==> config.mk <==
export PLATFORM = sky130hd
export DESIGN_NAME = lidar_frame_parser
export DESIGN_NICKNAME = d
export VERILOG_FILES = /design/src/design/lfp_pkg.sv /design/src/design/lfp_ram.sv /design/src/design/lidar_frame_parser.sv
export SDC_FILE = /design/constraint.sdc
export NUM_CORES = 1
export LEC_CHECK = 0
export ABC_AREA = 1
export BUFFER_PORTS_ARGS = -buffer_cell sky130_fd_sc_hd__buf_2
export CAP_MARGIN = 25
export CELL_PAD_IN_SITES_DETAIL_PLACEMENT = 1
export CELL_PAD_IN_SITES_GLOBAL_PLACEMENT = 1
export CORE_ASPECT_RATIO = 0.6
export CORE_MARGIN = 10
export CORE_UTILIZATION = 40
export DETAILED_ROUTE_END_ITERATION = 12
export PLACE_DENSITY_LB_ADDON = 0.1
export SYNTH_ARGS = -nofsm -noshare
export SYNTH_HDL_FRONTEND = slang
export SYNTH_SLANG_ARGS = --single-unit
==> constraint.sdc <==
create_clock -name aclk -period 5.2 [get_ports aclk]
set_input_delay 0 -clock aclk [delete_from_list [all_inputs] [get_ports aclk]]
set_output_delay 0 -clock aclk [all_outputs]
set_load 0.01 [all_outputs]
==> src/design/lfp_pkg.sv <==
package lfp_pkg;

    // Frame layout
    localparam logic [7:0] HDR0         = 8'h54;
    localparam logic [7:0] HDR1         = 8'h2C;
    localparam logic [7:0] HDR_SUM      = 8'h80;    // HDR0 + HDR1, mod 256
    localparam logic [5:0] POS_BODY     = 6'd2;
    localparam logic [5:0] POS_START_LO = 6'd4;
    localparam logic [5:0] POS_START_HI = 6'd5;
    localparam logic [5:0] POS_PT_FIRST = 6'd6;
    localparam logic [5:0] POS_PT_LAST  = 6'd41;
    localparam logic [5:0] POS_END_LO   = 6'd42;
    localparam logic [5:0] POS_END_HI   = 6'd43;
    localparam logic [5:0] POS_SUM      = 6'd46;
    localparam int         FRAME_POINTS = 12;
    localparam logic [16:0] FULL_TURN   = 17'd36000;

    // Byte slot within one point record
    localparam logic [1:0] SUB_DLO = 2'd0;
    localparam logic [1:0] SUB_DHI = 2'd1;
    localparam logic [1:0] SUB_INT = 2'd2;

    typedef enum logic [2:0] {
        PH_HUNT = 3'b001,
        PH_HDR1 = 3'b010,
        PH_BODY = 3'b100
    } phase_t;

    typedef enum logic [7:0] {
        ST_RX    = 8'b0000_0001,
        ST_READ  = 8'b0000_0010,
        ST_TEST  = 8'b0000_0100,
        ST_DIV   = 8'b0000_1000,
        ST_ADD   = 8'b0001_0000,
        ST_MOD   = 8'b0010_0000,
        ST_PUSH  = 8'b0100_0000,
        ST_FLUSH = 8'b1000_0000
    } state_t;

endpackage

==> src/design/lfp_ram.sv <==
module lfp_ram #(
    parameter int DATA_W = 24,
    parameter int DEPTH  = 12,
    parameter int ADDR_W = (DEPTH > 1) ? $clog2(DEPTH) : 1
) (
    input  logic              aclk,
    input  logic              we,
    input  logic [ADDR_W-1:0] waddr,
    input  logic [DATA_W-1:0] wdata,
    input  logic [ADDR_W-1:0] raddr,
    output logic [DATA_W-1:0] rdata
);

    logic [DATA_W-1:0] mem [DEPTH];
    logic [DATA_W-1:0] rdata_reg;

    always_ff @(posedge aclk) begin
        if (we) begin
            mem[waddr] <= wdata;
        end
        rdata_reg <= mem[raddr];
    end

    assign rdata = rdata_reg;

endmodule

==> src/design/lidar_frame_parser.sv <==
// Channel   Dir  Ports                                              Transaction
// --------  ---  -------------------------------------------------  ---------------------------
// input     in   s_valid s_ready s_rx_byte                          one received serial byte
// result    out  m_valid m_ready m_angle_cdeg m_distance_mm         one kept point of a frame
//                m_intensity m_last_point
// config    in   cfg_valid cfg_ready cfg_data                       range_limit_mm write
//
// Flow: while receiving, one byte is taken every cycle. After the checksum byte of a
//   good frame s_ready drops for the point run: a skipped point is read and tested; a
//   kept point is read, tested, scaled by reciprocal multiply, added, reduced in 1 to 4
//   modulo passes and pushed; then a flush step. Push and flush wait out m_ready stalls.
// Reset: synchronous, active low; parser back to header hunt, limit to 12000.
// Stalls: m_ready low holds the output register; the next point waits in a holding register.
module lidar_frame_parser
    import lfp_pkg::*;
#(
    parameter int N_PTS = 12
) (
    input  logic        aclk,
    input  logic        aresetn,
    // input bytes
    input  logic        s_valid,
    output logic        s_ready,
    input  logic [7:0]  s_rx_byte,
    // points
    output logic        m_valid,
    input  logic        m_ready,
    output logic [15:0] m_angle_cdeg,
    output logic [15:0] m_distance_mm,
    output logic [7:0]  m_intensity,
    output logic        m_last_point,
    // range limit register
    input  logic        cfg_valid,
    output logic        cfg_ready,
    input  logic [15:0] cfg_data
);

    localparam int DENOM  = (N_PTS > 1) ? N_PTS - 1 : 1;
    localparam int K_W    = $clog2(N_PTS + 1);
    localparam int AW     = (N_PTS > 1) ? $clog2(N_PTS) : 1;
    localparam int MAG_W  = 16 + K_W;            // |span * k| < 2^16 * 2^K_W
    localparam int ACC_W  = MAG_W + 1;
    // floor(x / DENOM) = (x * RCP_M) >> RCP_SH for every x below 2^MAG_W
    localparam int RCP_SH = MAG_W + $clog2(DENOM);
    localparam int RCP_INT = ((1 << RCP_SH) + DENOM - 1) / DENOM;
    localparam int PROD_W = RCP_SH + MAG_W;
    localparam logic [ACC_W-1:0] RCP_M = ACC_W'(RCP_INT);

    // ---------------- registers ----------------
    state_t              state_reg, state_next;
    phase_t              phase_reg, phase_next;
    logic [5:0]          pos_reg, pos_next;
    logic [7:0]          csum_reg, csum_next;
    logic [15:0]         start_reg, start_next;
    logic [15:0]         end_reg, end_next;
    logic [1:0]          sub_reg, sub_next;
    logic [3:0]          pidx_reg, pidx_next;
    logic [7:0]          dlo_reg, dlo_next;
    logic [7:0]          dhi_reg, dhi_next;
    logic [15:0]         limit_reg, limit_next;

    logic [K_W-1:0]      k_reg, k_next;
    logic signed [ACC_W-1:0] acc_reg, acc_next;   // span * k
    logic signed [17:0]  span_reg, span_next;
    logic                neg_reg, neg_next;
    logic [MAG_W-1:0]    quo_reg, quo_next;
    logic [16:0]         ang_reg, ang_next;
    logic [15:0]         cur_dist_reg, cur_dist_next;
    logic [7:0]          cur_int_reg, cur_int_next;

    logic                held_valid_reg, held_valid_next;
    logic [15:0]         held_ang_reg, held_ang_next;
    logic [15:0]         held_dist_reg, held_dist_next;
    logic [7:0]          held_int_reg, held_int_next;

    logic                m_valid_reg, m_valid_next;
    logic [15:0]         m_ang_reg, m_ang_next;
    logic [15:0]         m_dist_reg, m_dist_next;
    logic [7:0]          m_int_reg, m_int_next;
    logic                m_last_reg, m_last_next;

    // ---------------- point store ----------------
    logic                ram_we;
    logic [AW-1:0]       ram_waddr;
    logic [23:0]         ram_wdata;
    logic [23:0]         ram_rdata;

    lfp_ram #(
        .DATA_W (24),
        .DEPTH  (N_PTS),
        .ADDR_W (AW)
    ) u_pt_ram (
        .aclk  (aclk),
        .we    (ram_we),
        .waddr (ram_waddr),
        .wdata (ram_wdata),
        .raddr (k_reg[AW-1:0]),
        .rdata (ram_rdata)
    );

    // ---------------- shared arithmetic ----------------
    logic                s_fire;
    logic                out_free;
    logic                last_k;
    logic signed [16:0]  span_raw;
    logic [PROD_W-1:0]   rcp_prod;
    logic [15:0]         q16;
    logic signed [17:0]  q_signed;
    logic signed [17:0]  ang_sum;
    logic [MAG_W-1:0]    acc_mag;
    logic [15:0]         rd_dist;

    assign s_ready   = (state_reg == ST_RX);
    assign s_fire    = s_valid && s_ready;
    assign cfg_ready = 1'b1;
    assign out_free  = !m_valid_reg || m_ready;
    assign last_k    = (k_reg == K_W'(N_PTS - 1));

    // end - start; wrapped once into the turn when it is captured into span_reg
    assign span_raw  = $signed({1'b0, end_reg}) - $signed({1'b0, start_reg});

    // reciprocal multiply, 20 x 21 significant bits at 12 points
    assign rcp_prod  = PROD_W'(quo_reg) * PROD_W'(RCP_M);

    // quotient magnitude is at most 65535
    assign q16       = quo_reg[15:0];
    assign q_signed  = neg_reg ? -$signed({2'b00, q16}) : $signed({2'b00, q16});
    assign ang_sum   = $signed({2'b00, start_reg}) + q_signed;

    assign acc_mag   = acc_reg[ACC_W-1] ? MAG_W'(-acc_reg) : MAG_W'(acc_reg);
    assign rd_dist   = ram_rdata[15:0];

    // RAM write: full point record at its intensity byte
    assign ram_we    = s_fire && (phase_reg == PH_BODY) && (sub_reg == SUB_INT)
                       && (pos_reg inside {[POS_PT_FIRST:POS_PT_LAST]})
                       && (pidx_reg < 4'(N_PTS));
    assign ram_waddr = pidx_reg[AW-1:0];
    assign ram_wdata = {s_rx_byte, dhi_reg, dlo_reg};

    always_comb begin
        state_next      = state_reg;
        phase_next      = phase_reg;
        pos_next        = pos_reg;
        csum_next       = csum_reg;
        start_next      = start_reg;
        end_next        = end_reg;
        sub_next        = sub_reg;
        pidx_next       = pidx_reg;
        dlo_next        = dlo_reg;
        dhi_next        = dhi_reg;
        limit_next      = limit_reg;
        k_next          = k_reg;
        acc_next        = acc_reg;
        span_next       = span_reg;
        neg_next        = neg_reg;
        quo_next        = quo_reg;
        ang_next        = ang_reg;
        cur_dist_next   = cur_dist_reg;
        cur_int_next    = cur_int_reg;
        held_valid_next = held_valid_reg;
        held_ang_next   = held_ang_reg;
        held_dist_next  = held_dist_reg;
        held_int_next   = held_int_reg;
        m_valid_next    = m_valid_reg && !m_ready;
        m_ang_next      = m_ang_reg;
        m_dist_next     = m_dist_reg;
        m_int_next      = m_int_reg;
        m_last_next     = m_last_reg;

        if (cfg_valid) begin
            limit_next = cfg_data;
        end

        case (state_reg)
            ST_RX: begin
                if (s_fire) begin
                    case (phase_reg)
                        PH_HUNT: begin
                            if (s_rx_byte == HDR0) begin
                                phase_next = PH_HDR1;
                            end
                        end
                        PH_HDR1: begin
                            if (s_rx_byte == HDR1) begin
                                phase_next = PH_BODY;
                                pos_next   = POS_BODY;
                                csum_next  = HDR_SUM;
                            end else if (s_rx_byte != HDR0) begin
                                phase_next = PH_HUNT;
                            end
                        end
                        PH_BODY: begin
                            // field capture
                            if (pos_reg == POS_START_LO) start_next[7:0]  = s_rx_byte;
                            if (pos_reg == POS_START_HI) begin
                                start_next[15:8] = s_rx_byte;
                                sub_next         = SUB_DLO;
                                pidx_next        = '0;
                            end
                            if (pos_reg == POS_END_LO) end_next[7:0]  = s_rx_byte;
                            if (pos_reg == POS_END_HI) end_next[15:8] = s_rx_byte;
                            if (pos_reg inside {[POS_PT_FIRST:POS_PT_LAST]}) begin
                                case (sub_reg)
                                    SUB_DLO: begin
                                        dlo_next = s_rx_byte;
                                        sub_next = SUB_DHI;
                                    end
                                    SUB_DHI: begin
                                        dhi_next = s_rx_byte;
                                        sub_next = SUB_INT;
                                    end
                                    default: begin
                                        sub_next  = SUB_DLO;
                                        pidx_next = pidx_reg + 4'd1;
                                    end
                                endcase
                            end

                            if (pos_reg < POS_SUM) begin
                                csum_next = csum_reg + s_rx_byte;
                                pos_next  = pos_reg + 6'd1;
                            end else begin
                                phase_next = PH_HUNT;
                                pos_next   = '0;
                                csum_next  = '0;
                                if (csum_reg == s_rx_byte) begin
                                    span_next  = span_raw[16]
                                                 ? 18'(span_raw) + 18'(FULL_TURN)
                                                 : 18'(span_raw);
                                    k_next          = '0;
                                    acc_next        = '0;
                                    held_valid_next = 1'b0;
                                    state_next      = ST_READ;
                                end
                            end
                        end
                        default: begin
                            phase_next = PH_HUNT;
                            pos_next   = '0;
                            csum_next  = '0;
                        end
                    endcase
                end
            end

            ST_READ: begin
                // address k on the RAM; data next cycle
                state_next = ST_TEST;
            end

            ST_TEST: begin
                cur_dist_next = rd_dist;
                cur_int_next  = ram_rdata[23:16];
                if (rd_dist == 16'd0 || rd_dist > limit_reg) begin
                    acc_next   = acc_reg + ACC_W'(span_reg);
                    k_next     = k_reg + K_W'(1);
                    state_next = last_k ? ST_FLUSH : ST_READ;
                end else begin
                    neg_next   = acc_reg[ACC_W-1];
                    quo_next   = acc_mag;
                    state_next = ST_DIV;
                end
            end

            ST_DIV: begin
                // |span * k| / DENOM, truncated; sign is put back in the add
                quo_next   = rcp_prod[RCP_SH +: MAG_W];
                state_next = ST_ADD;
            end

            ST_ADD: begin
                // never negative for 16-bit angles; clamp kept for safety
                ang_next   = ang_sum[17] ? 17'd0 : ang_sum[16:0];
                state_next = ST_MOD;
            end

            ST_MOD: begin
                // at most three passes: sum < 4 * 36000
                if (ang_reg >= FULL_TURN) begin
                    ang_next = ang_reg - FULL_TURN;
                end else begin
                    state_next = ST_PUSH;
                end
            end

            ST_PUSH: begin
                if (!held_valid_reg || out_free) begin
                    if (held_valid_reg) begin
                        m_valid_next = 1'b1;
                        m_ang_next   = held_ang_reg;
                        m_dist_next  = held_dist_reg;
                        m_int_next   = held_int_reg;
                        m_last_next  = 1'b0;
                    end
                    held_valid_next = 1'b1;
                    held_ang_next   = ang_reg[15:0];
                    held_dist_next  = cur_dist_reg;
                    held_int_next   = cur_int_reg;
                    acc_next        = acc_reg + ACC_W'(span_reg);
                    k_next          = k_reg + K_W'(1);
                    state_next      = last_k ? ST_FLUSH : ST_READ;
                end
            end

            ST_FLUSH: begin
                if (!held_valid_reg) begin
                    state_next = ST_RX;
                end else if (out_free) begin
                    m_valid_next    = 1'b1;
                    m_ang_next      = held_ang_reg;
                    m_dist_next     = held_dist_reg;
                    m_int_next      = held_int_reg;
                    m_last_next     = 1'b1;
                    held_valid_next = 1'b0;
                    state_next      = ST_RX;
                end
            end

            default: begin
                state_next = ST_RX;
            end
        endcase
    end

    always_ff @(posedge aclk) begin
        if (!aresetn) begin
            state_reg      <= ST_RX;
            phase_reg      <= PH_HUNT;
            pos_reg        <= '0;
            csum_reg       <= '0;
            sub_reg        <= SUB_DLO;
            pidx_reg       <= '0;
            limit_reg      <= 16'd12000;
            held_valid_reg <= 1'b0;
            m_valid_reg    <= 1'b0;
        end else begin
            state_reg      <= state_next;
            phase_reg      <= phase_next;
            pos_reg        <= pos_next;
            csum_reg       <= csum_next;
            sub_reg        <= sub_next;
            pidx_reg       <= pidx_next;
            limit_reg      <= limit_next;
            held_valid_reg <= held_valid_next;
            m_valid_reg    <= m_valid_next;
        end
    end

    always_ff @(posedge aclk) begin
        start_reg     <= start_next;
        end_reg       <= end_next;
        dlo_reg       <= dlo_next;
        dhi_reg       <= dhi_next;
        k_reg         <= k_next;
        acc_reg       <= acc_next;
        span_reg      <= span_next;
        neg_reg       <= neg_next;
        quo_reg       <= quo_next;
        ang_reg       <= ang_next;
        cur_dist_reg  <= cur_dist_next;
        cur_int_reg   <= cur_int_next;
        held_ang_reg  <= held_ang_next;
        held_dist_reg <= held_dist_next;
        held_int_reg  <= held_int_next;
        m_ang_reg     <= m_ang_next;
        m_dist_reg    <= m_dist_next;
        m_int_reg     <= m_int_next;
        m_last_reg    <= m_last_next;
    end

    assign m_valid       = m_valid_reg;
    assign m_angle_cdeg  = m_ang_reg;
    assign m_distance_mm = m_dist_reg;
    assign m_intensity   = m_int_reg;
    assign m_last_point  = m_last_reg;

endmodule
# After elaboration in Yosys (flattened, before gate mapping)
# Memory sizes are Yosys's and may differ from the RTL's. A register that Yosys moved wholly into a read port is not among the register bits.
# Index checks and enable logic that the tools add are counted.
# totals
reg_bits,283
mem_bits_rw,288
output_inout_bits,44
word_cells,218
memories,1
# mem_list
name,depth,word_bits,rd,rd_clocked_by_memory_dff,write_ports,line,rtl
u_pt_ram.mem,12,24,1,1,1,lfp_ram.sv:14,logic [DATA_W-1:0] mem [DEPTH];
# classes
n_addsub,11
n_mul,1
magnitude_cmp,6
eq_ne,39
n_mux,85
bitwise,3
reduce_logical,41
# ops
op,count
$mux 16,9
$mux 8,16
$mux 21,6
$pmux 16 s2,2
$pmux 8 s8,1
$pmux 21 s3,1
$mul 20x20->40 const B,1
$mux 20,2
$pmux 20 s2,1
$mux 4,9
$mux 17,2
$pmux 17 s2,1
$reduce_and 5->1,5
$ne 2x2->1 const B,12
$pmux 8 s3,1
$reduce_and 4->1,6
$add 21x18->21,1
$neg 20->20,1
$add 17x17->18 const B,1
$add 17x18->18,1
$mux 18,1
$neg 16->18,1
$pmux 6 s3,1
$ge 17x16->1 const B,1
other kinds (53),103

# Longest topological paths before layout
# logic_depth
ltp_word,8
mapped_depth,24
mapped_depth_nobuf,24

# By module
# Synthesis repeated with hierarchy kept, for this count alone.
# unflattened
cells_unflattened,3726
area_unflattened_um2,36010.8
# by_module_without_submodules
module,n_inst,cells_each,area_per_inst_um2,seq_area_each_um2
lidar_frame_parser,1,2610,23476.3,8007.7
lfp_ram,1,1116,12534.5,9128.8

# Worst setup path before layout
# Ideal clock, no wire load.
# synth_path
path_kind,reg2reg
startpoint,register quo_reg[11]
endpoint,register quo_reg[0] (data pin)
setup_ns,0.261
arrival_time_ns,5.251
required_time_ns,4.939
setup_slack_ns,-0.312
path_stages_with_launch,20
path_buffers,0
cell_sequence,edfxtp_1 fa_1 ha_1 inv_1 fa_1 inv_1 fa_1 fa_1 fa_1 inv_1 fa_1 inv_1 ha_1 a21oi_1 o21ai_0 a21oi_1 nand3_1 or2_2 nand3_1 o21ai_0
# synth_between
elab_chain_cells,2
# synth_rtl
element,line,rtl
"start, declared",lidar_frame_parser.sv:66,"logic [MAG_W-1:0] quo_reg, quo_next;"
"start signal, assigned",lidar_frame_parser.sv:358,quo_reg <= quo_next;
$mul 20x20->40,lidar_frame_parser.sv:123,assign rcp_prod = PROD_W'(quo_reg) * PROD_W'(RCP_M);
$pmux 20 s2,lidar_frame_parser.sv:174,case (state_reg)
via quo_next[0],lidar_frame_parser.sv:66,
# The timed path passes the listed nets, and every way through them passes these cells.
# A chain may end at the register's enable or synchronous reset.

# Worst setup path after layout
# layout_path
startpoint,register quo_reg[8]
endpoint,register quo_reg[10] (data pin)
# Same word-level chain as after synthesis.

==> results.tsv <==
metric	value	unit
status	finished with violations	
violations	setup timing	
drt_wl_total	113000	µm
ios	73	
sw_frac_of_total	35.4	%
drc_errors	0	
relSlewSlack	23.3	%
critPathKind	flop to flop	
grt_pass1_vias	27491	
clkPwrFrac	30.8	%
mappedNetlistNets	3803	
peakVddDrop	0.306	mV
nets	4149	
yosys_register_bits	595	
worst_slack	-434	ps
min_period_over_period	108	%
drt_pass1_iterations	5	
p_leak	17.5	nW
synthTopCellsByCount	edfxtp_1 (522), nand2_1 (500), inv_1 (476)	
numClockSinks	595	
drtAntennaViolNets	0	
grt_overflow	0	
seq_area	17100	µm²
antenna_found_initial	4	
min_from	cfg_valid	
hp-class	primary input to flop	
yosysMostFrequentCell	edfxtp_1	
clk_pin_slew	70	ps
min_path_cells	3	
finalHoldViolCount	0	
area_delta_synth_final	21.5	%
combPwrFrac	29.1	%
syn_avg_cell_area	10.4	µm²
nFillCells	9204	
crit_start	quo_reg[8]	
clk-insertion-delay-late	650	ps
cts_tree	built	
core_area	85400	µm²
tightest_slew	1140	ps
worstPathArrival	6020	ps
drv_slew	0	
grt_pass1_wl	171000	µm
grt_max_degree	75	
gp_congestion	0.909	
seq_area_frac_synth	49.8	%
vias_per_cell	5.36	
r2r-start	quo_reg[8]	
synth_edf_count	522	
rows	83	
clock_path_buffers	3	
worst_r2r_path_depth	23	
hpwl	82100	µm
netlist_area	34400	µm²
seqPwrFrac	40.1	%
fmax	177	MHz
rsz0062_at_grt	true	
critPathLaunchType	flop	
drt_first_iter_violations	1808	
r2r_setup_slack	-430	ps
dr_total_vias	26030	
drive_above_1_share	18.7	%
avgRoutedWirePerCell	23.3	µm
timing.rr.end	quo_reg[10]	
cts_made_buffers	60	
path_max_fanout	8	
utilization	49.0	%
ys_types	53	
synth_cells	3308	
synth_flop_cell	edfxtp_1	
p_int	9.49	mW
multi_input_area	16500	µm²
fin_skew	20.4	ps
end_kind	flop	
dieHeight	247	µm
cts_htree_levels	2	
fp.dieArea	98500	µm²
largest_register_ffs	288	
io_buffers	71	
cp.required	5580	ps
powerDensity	352	nW/µm²
place_ws	-808	ps
initial_utilization	40.3	%
period_minus_slack	5630	ps
yosysTopAreaCellShare	45.6	%
yosysTopAreaCell	edfxtp_1	
cts_root_buffer	clkbuf_16	
yosys_warnings	0	
maxCapViolations	0	
synthArstFlopShare	0	%
finalSetupViolCount	17	
holdPathEnd	limit_reg[3]	
synthTopCellsByArea	edfxtp_1 (46%), ha_1 (12%), fa_1 (8.4%)	
grtUsageTotal	22.8	%
die_w	399	µm
switchingPower	5.21	mW
## per-layer routing
metal | global-route usage, % | part of all wire [%]
met5 | 0 | 0
met4 | 4.51 | 1.7
met1 | 35.3 | 51
met2 | 31.6 | 40
met3 | 5.60 | 8.0
## through the flow
step           instance area, µm²  hold WS, ps  cells  power, mW  setup TNS (ps)
3_5_place_dp                37700          231   4655       9.93          -10610
3_3_place_gp                37700          219   4653       9.78          -10220
6_report                    41800          133   4852       14.7           -6000
5_1_grt                     41800          199   4850       15.5           -9240
4_1_cts                     41500         55.4   4843       14.7           -4600
2_1_floorplan               34600         98.9   3308       8.31            -759
## cell families (layout without fill, tap and decap cells)
| group | Yosys count | count (layout) | synth area share (%) |
|---|---|---|---|
| and+or+nand+nor | 1026 | 1026 | 12.7 |
| other | 1 | 3 | 0.0109 |
| buffers and inverters | 555 | 950 | 6.15 |
| DFF | 595 | 595 | 49.8 |
| AOI/OAI and AO/OA | 613 | 613 | 9.97 |
| xor gates and xnor gates | 52 | 52 | 1.32 |
| adders and majority gates | 466 | 466 | 20.1 |
## critical path, cell delays in order (launching register included)
cell      delay [ps]
edfxtp_1         420
buf_12           180
fa_2             560
ha_4             210
ha_4             160
fa_1             560
inv_2             50
fa_1             510
inv_2             50
fa_1             540
inv_2             40
fa_1             520
inv_2             60
ha_4             300
nand2_4           60
nor2_4           140
nand2_1           80
o21ai_2          240
nand2_2          120
buf_4            150
o21ai_2          160
nand2_1           90
nand2_1           80
o21bai_2          80
## how the worst max path moves through the flow
stage | slack, ps | to
finish | -430 | quo_reg[10]
global route | -640 | quo_reg[6]
CTS | -330 | quo_reg[6]
detailed placement | -810 | quo_reg[2]
global placement | -800 | quo_reg[2]
floorplan | -120 | quo_reg[16]
## cell usage in the layout, fill, tap and decap left out, types with 17 or more instances in the layout
| cell type | netlist | layout |
|---|---|---|
| nand2_2 | 3 | 33 |
| nand2_1 | 500 | 460 |
| nor2_2 | 4 | 28 |
| clkbuf_16 | 0 | 61 |
| o21ai_1 | 6 | 21 |
| nor2_4 | 3 | 17 |
| a21oi_2 | 2 | 30 |
| fa_1 | 144 | 127 |
| nand3_1 | 122 | 114 |
| nand4_1 | 31 | 31 |
| inv_2 | 2 | 23 |
| buf_2 | 8 | 71 |
| fa_2 | 0 | 17 |
| a21oi_1 | 252 | 222 |
| nor3_1 | 31 | 27 |
| ha_1 | 322 | 270 |
| xor2_1 | 38 | 38 |
| a21o_1 | 23 | 22 |
| o22ai_1 | 58 | 58 |
| inv_1 | 476 | 456 |
| dfxtp_1 | 73 | 73 |
| nor2_1 | 285 | 247 |
| edfxtp_1 | 522 | 522 |
| buf_6 | 1 | 20 |
| buf_4 | 4 | 206 |
| o21ai_0 | 196 | 166 |
| ha_4 | 0 | 49 |
| dlygate4sd3_1 | 0 | 50 |
## cell type report
| class | instances | area share, % |
|---|---|---|
| timing repair buffer | 357 | 6.81 |
| sequential | 595 | 41.0 |
| multi-input combinational | 2158 | 39.6 |
| clock buffer | 76 | 3.91 |
| antenna | 2 | 0.0120 |
| clock inverter | 35 | 0.961 |
| tap | 1147 | 3.43 |
| inverter | 482 | 4.33 |
## power by group through the flow
stage	clock [mW]	sequential, mW	combinational, mW
3_5_place_dp	0	6.00	3.93
4_1_cts	4.64	5.89	4.19
2_1_floorplan	0	5.78	2.52
3_3_place_gp	0	5.98	3.80
5_1_grt	4.83	5.92	4.75
6_report	4.53	5.90	4.28
## timing repair
item,in CTS,in global routing
gates resized for setup,240,50
buffers inserted,27,8
pin swaps,76,20
cloned,1,0
endpoints found under the setup margin,17,17
endpoints found under the hold margin,175,0
hold buffers,50,0
No activity file was read; power rests on OpenSTA's default activity.
